<file path="config.mk">
export PLATFORM = sky130hd
export DESIGN_NAME = register_action_plan_checker_unit
export DESIGN_NICKNAME = d
export VERILOG_FILES = /design/src/rtl/core/rapc_pkg.sv /design/src/rtl/core/register_action_plan_checker_unit.sv /design/src/rtl/core/rapc_front.sv /design/src/rtl/core/rapc_act_queue.sv /design/src/rtl/core/rapc_back.sv
export SDC_FILE = /design/constraint.sdc
export NUM_CORES = 1
export LEC_CHECK = 0
export BUFFER_PORTS_ARGS = -buffer_cell sky130_fd_sc_hd__buf_2
export CAP_MARGIN = 0
export CORE_UTILIZATION = 40
export DETAILED_ROUTE_END_ITERATION = 12
export GPL_TIMING_DRIVEN = 0
export PLACE_DENSITY = 0.59
export SYNTH_ARGS = -nofsm -noshare
export SYNTH_HDL_FRONTEND = slang
export SYNTH_HIERARCHICAL = 1
export SYNTH_SLANG_ARGS = --single-unit
</file>
<file path="constraint.sdc">
create_clock -name i_clk -period 8.7 [get_ports i_clk]
set_input_delay 0.435 -clock i_clk [delete_from_list [all_inputs] [get_ports i_clk]]
set_output_delay 0.435 -clock i_clk [all_outputs]
set_load 0.02 [all_outputs]
</file>
<file path="src/rtl/core/rapc_pkg.sv">
// ============================================================================
// rapc_pkg: shared types and constants for the register action plan checker
// Holds the action kinds, the denial codes and the records that pass between
// the classifier, the action queue and the plan tracker.
// ============================================================================
package rapc_pkg;

    // Counter limits
    localparam int MAX_ACTIONS = 4096;
    localparam int CNT_W       = $clog2(MAX_ACTIONS + 1);

    // Input field widths
    localparam int KIND_W  = 3;
    localparam int WORD_W  = 32;
    localparam int LIMIT_W = 16;
    localparam int CODE_W  = 3;

    // Engine windows
    localparam int          OFS_W       = 13;
    localparam logic [31:0] WIN_A_BASE  = 32'h0011_0000;
    localparam logic [31:0] WIN_B_BASE  = 32'h0084_0000;
    localparam logic [OFS_W-1:0] CPU_CTL_OFS = 13'h0100;

    // Configuration register reset values
    localparam logic [LIMIT_W-1:0] POLL_LIMIT_RST  = 16'd60000;
    localparam logic [LIMIT_W-1:0] DELAY_LIMIT_RST = 16'd10000;

    // Configuration register indexes
    localparam logic CFG_POLL_LIMIT  = 1'b0;
    localparam logic CFG_DELAY_LIMIT = 1'b1;

    typedef enum logic [KIND_W-1:0] {
        KIND_WRITE        = 3'd0,
        KIND_MASKED_WRITE = 3'd1,
        KIND_POLL         = 3'd2,
        KIND_IF_BEGIN     = 3'd3,
        KIND_DELAY        = 3'd4,
        KIND_START_CPU    = 3'd5,
        KIND_END_IF       = 3'd6,
        KIND_END_PLAN     = 3'd7
    } t_kind;

    typedef enum logic [CODE_W-1:0] {
        DENY_NONE    = 3'd0,
        DENY_ADDR    = 3'd1,
        DENY_MASK    = 3'd2,
        DENY_VALUE   = 3'd3,
        DENY_TIMEOUT = 3'd4,
        DENY_FLOW    = 3'd5,
        DENY_ALIAS   = 3'd6
    } t_deny;

    // One classified item as it travels from the front to the back.
    typedef struct packed {
        logic  is_end;
        logic  plan_valid;
        logic  is_if_begin;
        logic  is_end_if;
        t_deny code;
    } t_act;

    // One plan report.
    typedef struct packed {
        logic             plan_allowed;
        logic [CNT_W-1:0] first_denied_index;
        t_deny            denial_code;
        logic             needs_cpu_alias_start;
        logic [CNT_W-1:0] action_count;
    } t_report;

    // Handshake between the action queue and the plan tracker.
    typedef struct packed {
        logic valid;
        t_act item;
    } t_act_head;

endpackage

</file>
<file path="src/rtl/core/register_action_plan_checker_unit.sv">
// ============================================================================
// register_action_plan_checker_unit: register-access firewall for action plans
// Classifies each action against the engine windows and rule tables, tracks
// the plan and reports once per end-of-plan item.
// ============================================================================
//
//  channel   | direction | handshake              | payload
//  ----------+-----------+------------------------+---------------------------
//  actions   | in        | push / full            | kind, address, value, mask,
//            |           |                        | timeout_ms, plan_valid
//  reports   | out       | empty / pop            | plan_allowed, first_denied
//            |           |                        | _index, denial_code, needs
//            |           |                        | _cpu_alias_start, action_count
//  config    | in        | i_cfg_we (no wait)     | i_cfg_idx, i_cfg_data
//
// One action is taken every cycle while the action queue is not full. The
// classifier checks an item in the cycle it is accepted and writes it into a
// two-entry queue; the plan tracker takes one item per cycle from it unless
// stalled and writes each report into a two-entry report queue, which stalls
// the tracker only on end-of-plan items. Reset is synchronous, clears the
// queues and the plan state and reloads the limit registers.
//
module register_action_plan_checker_unit (
    input  logic                           i_clk,
    input  logic                           i_rst_n,
    // Configuration
    input  logic                           i_cfg_we,
    input  logic                           i_cfg_idx,
    input  logic [rapc_pkg::LIMIT_W-1:0]   i_cfg_data,
    // Actions
    input  logic                           push,
    output logic                           full,
    input  logic [rapc_pkg::KIND_W-1:0]    i_kind,
    input  logic [rapc_pkg::WORD_W-1:0]    i_address,
    input  logic [rapc_pkg::WORD_W-1:0]    i_value,
    input  logic [rapc_pkg::WORD_W-1:0]    i_mask,
    input  logic [rapc_pkg::WORD_W-1:0]    i_timeout_ms,
    input  logic                           i_plan_valid,
    // Reports
    output logic                           empty,
    input  logic                           pop,
    output logic                           o_plan_allowed,
    output logic [rapc_pkg::CNT_W-1:0]     o_first_denied_index,
    output logic [rapc_pkg::CODE_W-1:0]    o_denial_code,
    output logic                           o_needs_cpu_alias_start,
    output logic [rapc_pkg::CNT_W-1:0]     o_action_count
);

    rapc_pkg::t_act        act;
    rapc_pkg::t_act_head   head;
    rapc_pkg::t_report     rpt;
    logic                  act_pop;

    // Classifier.
    rapc_front u_front (
        .i_clk        (i_clk),
        .i_rst_n      (i_rst_n),
        .i_cfg_we     (i_cfg_we),
        .i_cfg_idx    (i_cfg_idx),
        .i_cfg_data   (i_cfg_data),
        .i_kind       (i_kind),
        .i_address    (i_address),
        .i_value      (i_value),
        .i_mask       (i_mask),
        .i_timeout_ms (i_timeout_ms),
        .i_plan_valid (i_plan_valid),
        .o_act        (act)
    );

    // Queue between classifier and tracker.
    rapc_act_queue u_queue (
        .i_clk   (i_clk),
        .i_rst_n (i_rst_n),
        .i_push  (push),
        .i_item  (act),
        .o_full  (full),
        .i_pop   (act_pop),
        .o_head  (head)
    );

    // Plan tracker and report queue.
    rapc_back u_back (
        .i_clk       (i_clk),
        .i_rst_n     (i_rst_n),
        .i_head      (head),
        .o_act_pop   (act_pop),
        .i_rpt_pop   (pop),
        .o_rpt_empty (empty),
        .o_rpt       (rpt)
    );

    assign o_plan_allowed          = rpt.plan_allowed;
    assign o_first_denied_index    = rpt.first_denied_index;
    assign o_denial_code           = rpt.denial_code;
    assign o_needs_cpu_alias_start = rpt.needs_cpu_alias_start;
    assign o_action_count          = rpt.action_count;

    // An allowed plan carries no denial.
    a_allowed_clean: assert property (@(posedge i_clk) disable iff (!i_rst_n)
        (!empty && o_plan_allowed) |->
            (o_denial_code == rapc_pkg::DENY_NONE && o_first_denied_index == '0))
        else $error("allowed report carries a denial");

    // An end-of-plan item taken by the tracker leaves a report waiting.
    a_report_follows: assert property (@(posedge i_clk) disable iff (!i_rst_n)
        (act_pop && head.item.is_end) |=> !empty)
        else $error("end-of-plan item produced no report");

    // A denial never points past the number of actions counted.
    a_index_bound: assert property (@(posedge i_clk) disable iff (!i_rst_n)
        !empty |-> (o_first_denied_index <= o_action_count))
        else $error("denied index beyond action count");

    // The tracker only takes an item when the queue holds one.
    a_pop_valid: assert property (@(posedge i_clk) disable iff (!i_rst_n)
        act_pop |-> head.valid)
        else $error("tracker popped an empty queue");

endmodule

</file>
<file path="src/rtl/core/rapc_front.sv">
// ============================================================================
// rapc_front: action classifier
// Holds the limit registers and runs the per-action checks on each item,
// producing the denial code that the plan tracker acts on.
// ============================================================================
module rapc_front (
    input  logic                           i_clk,
    input  logic                           i_rst_n,
    input  logic                           i_cfg_we,
    input  logic                           i_cfg_idx,
    input  logic [rapc_pkg::LIMIT_W-1:0]   i_cfg_data,
    input  logic [rapc_pkg::KIND_W-1:0]    i_kind,
    input  logic [rapc_pkg::WORD_W-1:0]    i_address,
    input  logic [rapc_pkg::WORD_W-1:0]    i_value,
    input  logic [rapc_pkg::WORD_W-1:0]    i_mask,
    input  logic [rapc_pkg::WORD_W-1:0]    i_timeout_ms,
    input  logic                           i_plan_valid,
    output rapc_pkg::t_act                 o_act
);

    typedef struct packed {
        logic        hit;
        logic [31:0] mask;
    } t_rule;

    // Write rule table lookup.
    function automatic t_rule wr_rule(input logic [rapc_pkg::OFS_W-1:0] ofs);
        t_rule r;
        r.hit  = 1'b1;
        r.mask = '0;
        unique case (ofs)
            13'h03C0: r.mask = 32'h0000_0001;
            13'h1668: r.mask = 32'h0000_0111;
            13'h0084: r.mask = 32'hFFFF_FFFF;
            13'h0624: r.mask = 32'h0000_0080;
            13'h010C: r.mask = 32'h0000_0007;
            13'h0600: r.mask = 32'h0000_0007;
            13'h0110: r.mask = 32'hFFFF_FFFF;
            13'h0128: r.mask = 32'h0000_01FF;
            13'h0114: r.mask = 32'h00FF_FFFF;
            13'h011C: r.mask = 32'hFFFF_FFFF;
            13'h0118: r.mask = 32'h0001_773F;
            13'h1210: r.mask = 32'hFFFF_FFFF;
            13'h119C: r.mask = 32'hFFFF_FFFF;
            13'h1198: r.mask = 32'h0000_00FF;
            13'h1180: r.mask = 32'h0000_00FF;
            13'h0104: r.mask = 32'hFFFF_FFFF;
            13'h0040: r.mask = 32'hFFFF_FFFF;
            13'h0044: r.mask = 32'hFFFF_FFFF;
            default:  r.hit  = 1'b0;
        endcase
        return r;
    endfunction

    // Read rule table lookup.
    function automatic t_rule rd_rule(input logic [rapc_pkg::OFS_W-1:0] ofs);
        t_rule r;
        r.hit  = 1'b1;
        r.mask = '0;
        unique case (ofs)
            13'h00F4: r.mask = 32'h0000_1400;
            13'h0118: r.mask = 32'h0000_0003;
            13'h1668: r.mask = 32'h0000_0111;
            13'h0100: r.mask = 32'hFFFF_FFFF;
            default:  r.hit  = 1'b0;
        endcase
        return r;
    endfunction

    logic [rapc_pkg::LIMIT_W-1:0] r_poll_limit;
    logic [rapc_pkg::LIMIT_W-1:0] r_delay_limit;

    rapc_pkg::t_kind               kind;
    logic                          in_window;
    logic [rapc_pkg::OFS_W-1:0]    ofs;
    t_rule                         rule;
    logic                          is_write;
    logic                          mask_bad;
    logic                          value_bad;
    logic                          others_zero;
    rapc_pkg::t_deny               code;

    // Limit registers.
    always_ff @(posedge i_clk) begin
        if (!i_rst_n) begin
            r_poll_limit  <= rapc_pkg::POLL_LIMIT_RST;
            r_delay_limit <= rapc_pkg::DELAY_LIMIT_RST;
        end else if (i_cfg_we) begin
            if (i_cfg_idx == rapc_pkg::CFG_POLL_LIMIT) begin
                r_poll_limit <= i_cfg_data;
            end else begin
                r_delay_limit <= i_cfg_data;
            end
        end
    end

    // Window decode shared by all register kinds; rule lookup in the write table for writes, else the read table.
    assign kind      = rapc_pkg::t_kind'(i_kind);
    assign ofs       = i_address[rapc_pkg::OFS_W-1:0];
    assign in_window =
        (i_address[31:rapc_pkg::OFS_W] == rapc_pkg::WIN_A_BASE[31:rapc_pkg::OFS_W]) ||
        (i_address[31:rapc_pkg::OFS_W] == rapc_pkg::WIN_B_BASE[31:rapc_pkg::OFS_W]);
    assign is_write  = (kind == rapc_pkg::KIND_WRITE) || (kind == rapc_pkg::KIND_MASKED_WRITE);
    assign rule      = is_write ? wr_rule(ofs) : rd_rule(ofs);
    assign mask_bad  = (i_mask == '0) || ((i_mask & ~rule.mask) != '0);
    assign value_bad = (i_value & ~i_mask) != '0;
    assign others_zero = (i_value == '0) && (i_mask == '0) && (i_timeout_ms == '0);

    // Per-action checks in the order of precedence.
    always_comb begin
        code = rapc_pkg::DENY_NONE;
        unique case (kind)
            rapc_pkg::KIND_WRITE, rapc_pkg::KIND_MASKED_WRITE,
            rapc_pkg::KIND_POLL, rapc_pkg::KIND_IF_BEGIN: begin
                priority if (!in_window || !rule.hit) begin
                    code = rapc_pkg::DENY_ADDR;
                end else if (mask_bad) begin
                    code = rapc_pkg::DENY_MASK;
                end else if (value_bad) begin
                    code = rapc_pkg::DENY_VALUE;
                end else if (kind == rapc_pkg::KIND_POLL) begin
                    if ((i_timeout_ms == '0) ||
                        (i_timeout_ms > {{(rapc_pkg::WORD_W-rapc_pkg::LIMIT_W){1'b0}},
                                         r_poll_limit})) begin
                        code = rapc_pkg::DENY_TIMEOUT;
                    end
                end else begin
                    if (i_timeout_ms != '0) begin
                        code = rapc_pkg::DENY_TIMEOUT;
                    end
                end
            end
            rapc_pkg::KIND_DELAY: begin
                if ((i_address != '0) || (i_mask != '0) || (i_timeout_ms != '0) ||
                    (i_value == '0) ||
                    (i_value > {{(rapc_pkg::WORD_W-rapc_pkg::LIMIT_W){1'b0}},
                                r_delay_limit})) begin
                    code = rapc_pkg::DENY_TIMEOUT;
                end
            end
            rapc_pkg::KIND_START_CPU: begin
                if (!in_window || (ofs != rapc_pkg::CPU_CTL_OFS) || !others_zero) begin
                    code = rapc_pkg::DENY_ADDR;
                end else begin
                    code = rapc_pkg::DENY_ALIAS;
                end
            end
            rapc_pkg::KIND_END_IF: begin
                if ((i_address != '0) || !others_zero) begin
                    code = rapc_pkg::DENY_FLOW;
                end
            end
            rapc_pkg::KIND_END_PLAN: begin
                code = rapc_pkg::DENY_NONE;
            end
        endcase
    end

    // Classified item.
    assign o_act.is_end      = (kind == rapc_pkg::KIND_END_PLAN);
    assign o_act.plan_valid  = i_plan_valid;
    assign o_act.is_if_begin = (kind == rapc_pkg::KIND_IF_BEGIN);
    assign o_act.is_end_if   = (kind == rapc_pkg::KIND_END_IF);
    assign o_act.code        = code;

endmodule

</file>
<file path="src/rtl/core/rapc_act_queue.sv">
// ============================================================================
// rapc_act_queue: two-entry queue of classified items
// Decouples the classifier from the plan tracker so each side stalls alone.
// ============================================================================
module rapc_act_queue (
    input  logic                   i_clk,
    input  logic                   i_rst_n,
    input  logic                   i_push,
    input  rapc_pkg::t_act         i_item,
    output logic                   o_full,
    input  logic                   i_pop,
    output rapc_pkg::t_act_head    o_head
);

    rapc_pkg::t_act r_mem [2];
    logic           r_wr_ptr;
    logic           r_rd_ptr;
    logic [1:0]     r_count;
    logic [1:0]     n_count;
    logic           do_push;
    logic           do_pop;

    assign o_full      = (r_count == 2'd2);
    assign do_push     = i_push && !o_full;
    assign do_pop      = i_pop && (r_count != 2'd0);
    assign o_head.valid = (r_count != 2'd0);
    assign o_head.item  = r_mem[r_rd_ptr];

    // Occupancy follows pushes and pops.
    always_comb begin
        n_count = r_count;
        if (do_push && !do_pop) begin
            n_count = r_count + 2'd1;
        end else if (do_pop && !do_push) begin
            n_count = r_count - 2'd1;
        end
    end

    // Pointers and occupancy.
    always_ff @(posedge i_clk) begin
        if (!i_rst_n) begin
            r_wr_ptr <= 1'b0;
            r_rd_ptr <= 1'b0;
            r_count  <= 2'd0;
        end else begin
            r_count <= n_count;
            if (do_push) begin
                r_wr_ptr <= ~r_wr_ptr;
            end
            if (do_pop) begin
                r_rd_ptr <= ~r_rd_ptr;
            end
        end
    end

    // Storage.
    always_ff @(posedge i_clk) begin
        if (do_push) begin
            r_mem[r_wr_ptr] <= i_item;
        end
    end

endmodule

</file>
<file path="src/rtl/core/rapc_back.sv">
// ============================================================================
// rapc_back: plan tracker and report queue
// Keeps the per-plan state, latches the first denial, checks conditional
// sections and queues one report for each end-of-plan item.
// ============================================================================
module rapc_back (
    input  logic                   i_clk,
    input  logic                   i_rst_n,
    input  rapc_pkg::t_act_head    i_head,
    output logic                   o_act_pop,
    input  logic                   i_rpt_pop,
    output logic                   o_rpt_empty,
    output rapc_pkg::t_report      o_rpt
);

    logic                         r_inside;
    logic                         r_latched;
    logic [rapc_pkg::CNT_W-1:0]   r_denied_pos;
    rapc_pkg::t_deny              r_denied_code;
    logic                         r_alias_seen;
    logic [rapc_pkg::CNT_W-1:0]   r_seen;

    rapc_pkg::t_report            r_rq [2];
    logic                         r_rq_wr;
    logic                         r_rq_rd;
    logic [1:0]                   r_rq_count;
    logic [1:0]                   n_rq_count;

    logic                         rq_full;
    logic                         fire;
    logic                         rpt_push;
    logic                         rpt_pop;
    rapc_pkg::t_report            report;
    rapc_pkg::t_act               act;

    assign act       = i_head.item;
    assign rq_full   = (r_rq_count == 2'd2);
    assign o_act_pop = i_head.valid && (!act.is_end || !rq_full);
    assign fire      = o_act_pop;
    assign rpt_push  = fire && act.is_end;
    assign rpt_pop   = i_rpt_pop && (r_rq_count != 2'd0);

    // Report built from the current plan state.
    always_comb begin
        report.plan_allowed          = 1'b0;
        report.first_denied_index    = '0;
        report.denial_code           = rapc_pkg::DENY_NONE;
        report.needs_cpu_alias_start = 1'b0;
        report.action_count          = r_seen;
        if (!act.plan_valid) begin
            report.denial_code = rapc_pkg::DENY_FLOW;
        end else begin
            report.needs_cpu_alias_start = r_alias_seen;
            priority if (r_latched) begin
                report.first_denied_index = r_denied_pos;
                report.denial_code        = r_denied_code;
            end else if (r_inside) begin
                report.first_denied_index = r_seen;
                report.denial_code        = rapc_pkg::DENY_FLOW;
            end else begin
                report.plan_allowed = 1'b1;
            end
        end
    end

    // Per-plan state.
    always_ff @(posedge i_clk) begin
        if (!i_rst_n) begin
            r_inside      <= 1'b0;
            r_latched     <= 1'b0;
            r_denied_pos  <= '0;
            r_denied_code <= rapc_pkg::DENY_NONE;
            r_alias_seen  <= 1'b0;
            r_seen        <= '0;
        end else if (fire) begin
            if (act.is_end) begin
                r_inside      <= 1'b0;
                r_latched     <= 1'b0;
                r_denied_pos  <= '0;
                r_denied_code <= rapc_pkg::DENY_NONE;
                r_alias_seen  <= 1'b0;
                r_seen        <= '0;
            end else begin
                if (r_seen < rapc_pkg::CNT_W'(rapc_pkg::MAX_ACTIONS)) begin
                    r_seen <= r_seen + rapc_pkg::CNT_W'(1);
                end
                if (!r_latched) begin
                    priority if ((act.code != rapc_pkg::DENY_NONE) &&
                                 (act.code != rapc_pkg::DENY_ALIAS)) begin
                        r_latched     <= 1'b1;
                        r_denied_pos  <= r_seen;
                        r_denied_code <= act.code;
                    end else if (act.is_if_begin) begin
                        if (r_inside) begin
                            r_latched     <= 1'b1;
                            r_denied_pos  <= r_seen;
                            r_denied_code <= rapc_pkg::DENY_FLOW;
                        end else begin
                            r_inside <= 1'b1;
                        end
                    end else if (act.is_end_if) begin
                        if (!r_inside) begin
                            r_latched     <= 1'b1;
                            r_denied_pos  <= r_seen;
                            r_denied_code <= rapc_pkg::DENY_FLOW;
                        end else begin
                            r_inside <= 1'b0;
                        end
                    end else if (act.code == rapc_pkg::DENY_ALIAS) begin
                        r_alias_seen <= 1'b1;
                    end else begin
                        r_alias_seen <= r_alias_seen;
                    end
                end
            end
        end
    end

    // Report queue occupancy.
    always_comb begin
        n_rq_count = r_rq_count;
        if (rpt_push && !rpt_pop) begin
            n_rq_count = r_rq_count + 2'd1;
        end else if (rpt_pop && !rpt_push) begin
            n_rq_count = r_rq_count - 2'd1;
        end
    end

    always_ff @(posedge i_clk) begin
        if (!i_rst_n) begin
            r_rq_wr    <= 1'b0;
            r_rq_rd    <= 1'b0;
            r_rq_count <= 2'd0;
        end else begin
            r_rq_count <= n_rq_count;
            if (rpt_push) begin
                r_rq_wr <= ~r_rq_wr;
            end
            if (rpt_pop) begin
                r_rq_rd <= ~r_rq_rd;
            end
        end
    end

    // Report storage.
    always_ff @(posedge i_clk) begin
        if (rpt_push) begin
            r_rq[r_rq_wr] <= report;
        end
    end

    assign o_rpt_empty = (r_rq_count == 2'd0);
    assign o_rpt       = r_rq[r_rq_rd];

endmodule
</file>
# Word-level counts from Yosys, hierarchy flattened
# Memories as Yosys holds them, arrays and structs flattened. A register that Yosys moved wholly into a read port is not among the register bits.
# Cells that the tools add are included.
[classes]
mux = 67
n_eq_ne = 40
n_lt_le_gt_ge = 3
addsub = 5
reduce_logical = 66
bitwise_logic = 9
[ops]
columns = ["operator", "n"]
rows = [
  ["$pmux W32 S9", 1],
  ["$reduce_bool A32 Y1", 5],
  ["$pmux W32 S4", 1],
  ["$mux W13", 9],
  ["$eq A13 B9 Y1 const B", 8],
  ["$logic_not A32 Y1", 3],
  ["$eq A13 B13 Y1 const B", 5],
  ["$and A32 B32 Y32", 2],
  ["$gt A32 B16 Y1", 2],
  ["$not A32 Y32", 2],
  ["$mux W3", 17],
  ["$mux W33", 1],
  ["$mux W16", 2],
  ["$mux W1", 30],
  ["$eq A13 B11 Y1 const B", 2],
  ["$eq A13 B7 Y1 const B", 2],
  ["$eq A13 B8 Y1 const B", 2],
  ["$eq A19 B11 Y1 const B", 1],
  ["$eq A19 B8 Y1 const B", 1],
  ["$reduce_or A18 Y1", 1],
  ["$eq A3 B3 Y1 const B", 5],
  ["$pmux W3 S5", 1],
  ["$mux W14", 1],
  ["$add A13 B1 Y13 const B", 1],
  ["30 further kinds", 85],
]
[word_totals]
ram_bits = 76
inputBits = 154
wordCells = 206
n_memories = 2
register_bits = 72
output_inout_bits = 33
[memory_table]
columns = ["memory", "depth", "width", "read_ports", "rd_ports_with_merged_regs", "write_ports", "line", "text"]
rows = [
  ["u_back.r_rq", 2, 31, 1, 1, 1, "rapc_back.sv:23", "rapc_pkg::t_report r_rq [2];"],
  ["u_queue.r_mem", 2, 7, 1, 1, 1, "rapc_act_queue.sv:15", "rapc_pkg::t_act r_mem [2];"],
]

# Logic depth before layout (Yosys ltp)
[logic_depth]
depth_word = 11
depth_mapped = 10
mapped_depth_nobuf = 10

# Cells and area by module
# Netlist, hierarchy kept.
[modules_own_cells]
columns = ["module", "area_per_inst_um2", "seq_area_each_um2", "instances", "cells_per_inst"]
rows = [
  ["rapc_back", 4152.7, 2602.5, 1, 324],
  ["rapc_front", 3344.5, 640.6, 1, 463],
  ["rapc_act_queue", 734.5, 520.5, 1, 48],
]

# Worst setup path after synthesis
# No wires, ideal clock.
[synth_path]
path_kind = "flip-flop to flip-flop"
startpoint = "register (tool-made name)"
endpoint = "memory u_back/r_rq[0][0] in the netlist's numbering (enable)"
synth_period_minus_slack_ns = 2.929
path_buffers = 2
path_stages_with_launch = 6
setup_ns = 0.423
required_time_ns = 8.277
slack_ns = 5.771
t_arrival_ns = 2.506
cell_sequence = "dfxtp_1 buf_2 mux2_2 buf_2 and3_1 nor2b_1"
[synth_lines]
columns = ["item", "line"]
rows = [
  ["end: declaration", "rapc_back.sv:23"],
]

==> impl_metrics.toml <==
[sta]
hold_slack_ns = 0.2033
maxSlewHeadroom = 0.3860
hold_viol = 0
clock_skew_ns = 0.01118
report.final.setup_viol = 0
period_minus_slack_ns = 2.525
min_period_over_period = 0.2902
fmax_mhz = 396.1
fin_tns_setup_ns = 0
tightest_slew_ns = 0.9191
rsz0062_at_grt = "no"
drv_slew = 0

[drt]
avgRoutedWirePerCell_um = 15.97
wl_um = 21060
met3WireLength_um = 746
top_layer_used = "met4"
first_iter_violations = 353
wl_met1_um = 9387
postRouteAntennaNets = 0
vias = 6858
route.met2.wl_um = 10490
first_pass_iters = 5
viasPerCell = 5.199
route.detailed.drc = 0

[synthesis]
ys_seq_area_frac = 0.4572
ys_ff_latch = 150
syn_nets = 1024
syn_avg_cell_area_um2 = 9.858
yosysWarnings = 6
syn_area_um2 = 8232
synth-async-reset-ratio = 0
yosys_most_used_dff = "edfxtp_1"
ys_types = 76
netlist_instances = 835
synth_edf_count = 76

[grt]
track_usage = 0.2042
grt_pass1_vias = 6804
grt_overflow = 0
grt_pass1_wl_um = 34170
antenna_found_initial = 2
grt_max_degree = 32

[clock_network]
hold_buffers = 0
clk_pin_slew_ns = 0.06
clock_sinks = 150
htree_levels = 4
cts_buffers = 17
cts_root_buf = "clkbuf_16"
cts_resized = 0
cts_max_path_buffers = 2
cts_tree = "done"
post_cts_buffers = 0
clk_latency_ns = 0.42

[worst_setup_path]
crit_path_end_kind = "register"
crit_path_max_incr_delay_ns = 0.73
rr_worst_depth = 5
crit_fanout = 2
worst_path_dominant_cell_family = "simple AND/OR/NAND/NOR gates"
cp.arrival_ns = 2.67
crit_chain = "buf_2 > nor4_1 > nand4_1 > nor4b_1 > o2111ai_1 > nand4b_1 > o211ai_2"
cp_num_buf_inv = 1
path_class = "in -> reg"
cp.depth = 7
cpMaxStageDelayCell = "nor4b_1"
crit_path_start_kind = "input pin"
worst_ep_required_time_ns = 8.84

[die]
die_w_um = 145.5
rows = 52
start_util = 0.4068
core_um2 = 20230
die_h_um = 145.5
io_pins = 187
die_area_um2 = 21160

[power]
finalPower_mw = 2.264
vdd.ir_drop.worst_mv = 0.1541
switchingPower_mw = 0.7283
p_leak_nw = 4.053
pwr-share-seq = 0.392
p_sw_frac = 0.3216
clkPwrFrac = 0.316
power.internal_mw = 1.536
comb_power_share = 0.292
cellPowerDensity_nw_per_um2 = 224.9

[hold_path]
hold_path_class = "in -> reg"
holdPathStages = 1

[final_layout]
drive_above_1_share = 0.2882
areaGrowthSynthToFinish_pct = 22.31
final_common_cell = "buf_2"
final_cells = 1319
mostFrequentLayoutCells = "buf_2, nand2_1, edfxtp_1"
num-fill-cells = 1883
fin_util = 0.4976
nNetsFinal = 1224

[placed_design]
portBuffers = 181
place.gp.congestion = 0.8801
place_hpwl_um = 16590
dp.cells = 1286

[status]
outcome = "complete, no violations"

[job]
drv_cap = 0
[cells in the mapped netlist (9+ instances only)]
cell / number / share of area
or3_1: 9 / 0.0068
o22ai_1: 15 / 0.011
nor4_1: 30 / 0.023
a21o_1: 11 / 0.010
o211ai_1: 16 / 0.015
o21ai_0: 30 / 0.018
a21oi_1: 23 / 0.014
inv_1: 71 / 0.032
edfxtp_1: 76 / 0.28
nand3_1: 13 / 0.0079
nand2_1: 101 / 0.046
a21boi_0: 21 / 0.019
nand4_1: 30 / 0.023
ha_1: 35 / 0.053
clkbuf_1: 17 / 0.0078
nor2b_1: 11 / 0.0084
a32o_2: 10 / 0.014
nor3_1: 12 / 0.0073
dfxtp_1: 74 / 0.18
xor2_1: 9 / 0.0096
and2_1: 19 / 0.014
mux2_2: 38 / 0.052
nor2_1: 42 / 0.019
[per-layer routing]
metal  global-route usage  vias up
met5                    0        -
met4              0.07368        0
met3              0.03605       22
met2               0.3563      186
met1               0.2524     3157
li1                     -     3493
[kinds of logic (layout without fill, tap and decap cells)]
logic type / after synthesis / count (layout) / share of synthesized area
adder cells (fa/ha/maj): 35 / 35 / 0.05320
XOR/XNOR: 13 / 13 / 0.01383
AO/OA/AOI/OAI: 173 / 173 / 0.1496
multiplexers: 39 / 39 / 0.05320
flip-flops: 150 / 150 / 0.4572
buffers and inverters: 105 / 318 / 0.05578
other: 0 / 1 / 0
AND/OR/NAND/NOR: 320 / 320 / 0.2172
[layout make-up]
| type | count | area (µm²) | share of cell area |
|---|---|---|---|
| Multi-Input combinational cell | 580 | 4018 | 0.3990 |
| Sequential cell | 150 | 3764 | 0.3738 |
| Timing Repair Buffer | 181 | 905.9 | 0.08997 |
| Clock buffer | 19 | 432.9 | 0.04300 |
| Tap cell | 270 | 337.8 | 0.03355 |
| Inverter | 71 | 266.5 | 0.02647 |
| Buffer | 34 | 192.7 | 0.01914 |
| Clock inverter | 13 | 148.9 | 0.01479 |
| Antenna cell | 1 | 2.502 | 0.0002485 |
[worst reg2reg max path: cells and delay by family, from the launching register on]
kind / cells / cell delay [ns]
and+or+nand+nor: 2 / 1.05
muxes: 1 / 0.27
buffers and inverters: 2 / 0.38
DFF: 1 / 0.29
[final timing paths]
| check | start | endpoint | slack (ns) |
|---|---|---|---|
| worst max register to register | register | u_back/r_rq[0][2] | 6.32 |
| worst min register to register | u_front/r_poll_limit[10] | u_front/r_poll_limit[10] | 0.47 |
| worst max-delay path | i_timeout_ms[19] | u_queue/r_mem[0][2] | 6.18 |
| worst min-delay path | i_plan_valid | u_queue/r_mem[1][5] | 0.20 |
[sequential cells by signal (all words and copies together) (netlist names), 2 cells and up, named ones only]
name                   cells
u_back/r_denied_code       3
u_queue/r_count            2
u_front/r_delay_limit     16
u_back/r_denied_pos       13
u_back/r_rq               62
u_back/r_seen             13
u_front/r_poll_limit      16
u_queue/r_mem             14
u_back/r_rq_count          2
[stage by stage]
step                setup WS [ns]  cell area, µm²
floorplan                   5.771            8232
global placement            4.894            9475
detailed placement          5.713            9484
CTS                         6.159           10070
global route                6.117           10070
finish                      6.175           10070
[power by group through the flow]
stage / Clock, mW / Sequential, mW / Combinational [mW]
finish: 0.716 / 0.887 / 0.661
global route: 0.765 / 0.898 / 0.729
floorplan: 0 / 0.892 / 0.460
detailed placement: 0 / 0.903 / 0.664
CTS: 0.732 / 0.888 / 0.668
global placement: 0 / 0.902 / 0.660
Power figures use the tool's default switching activity.
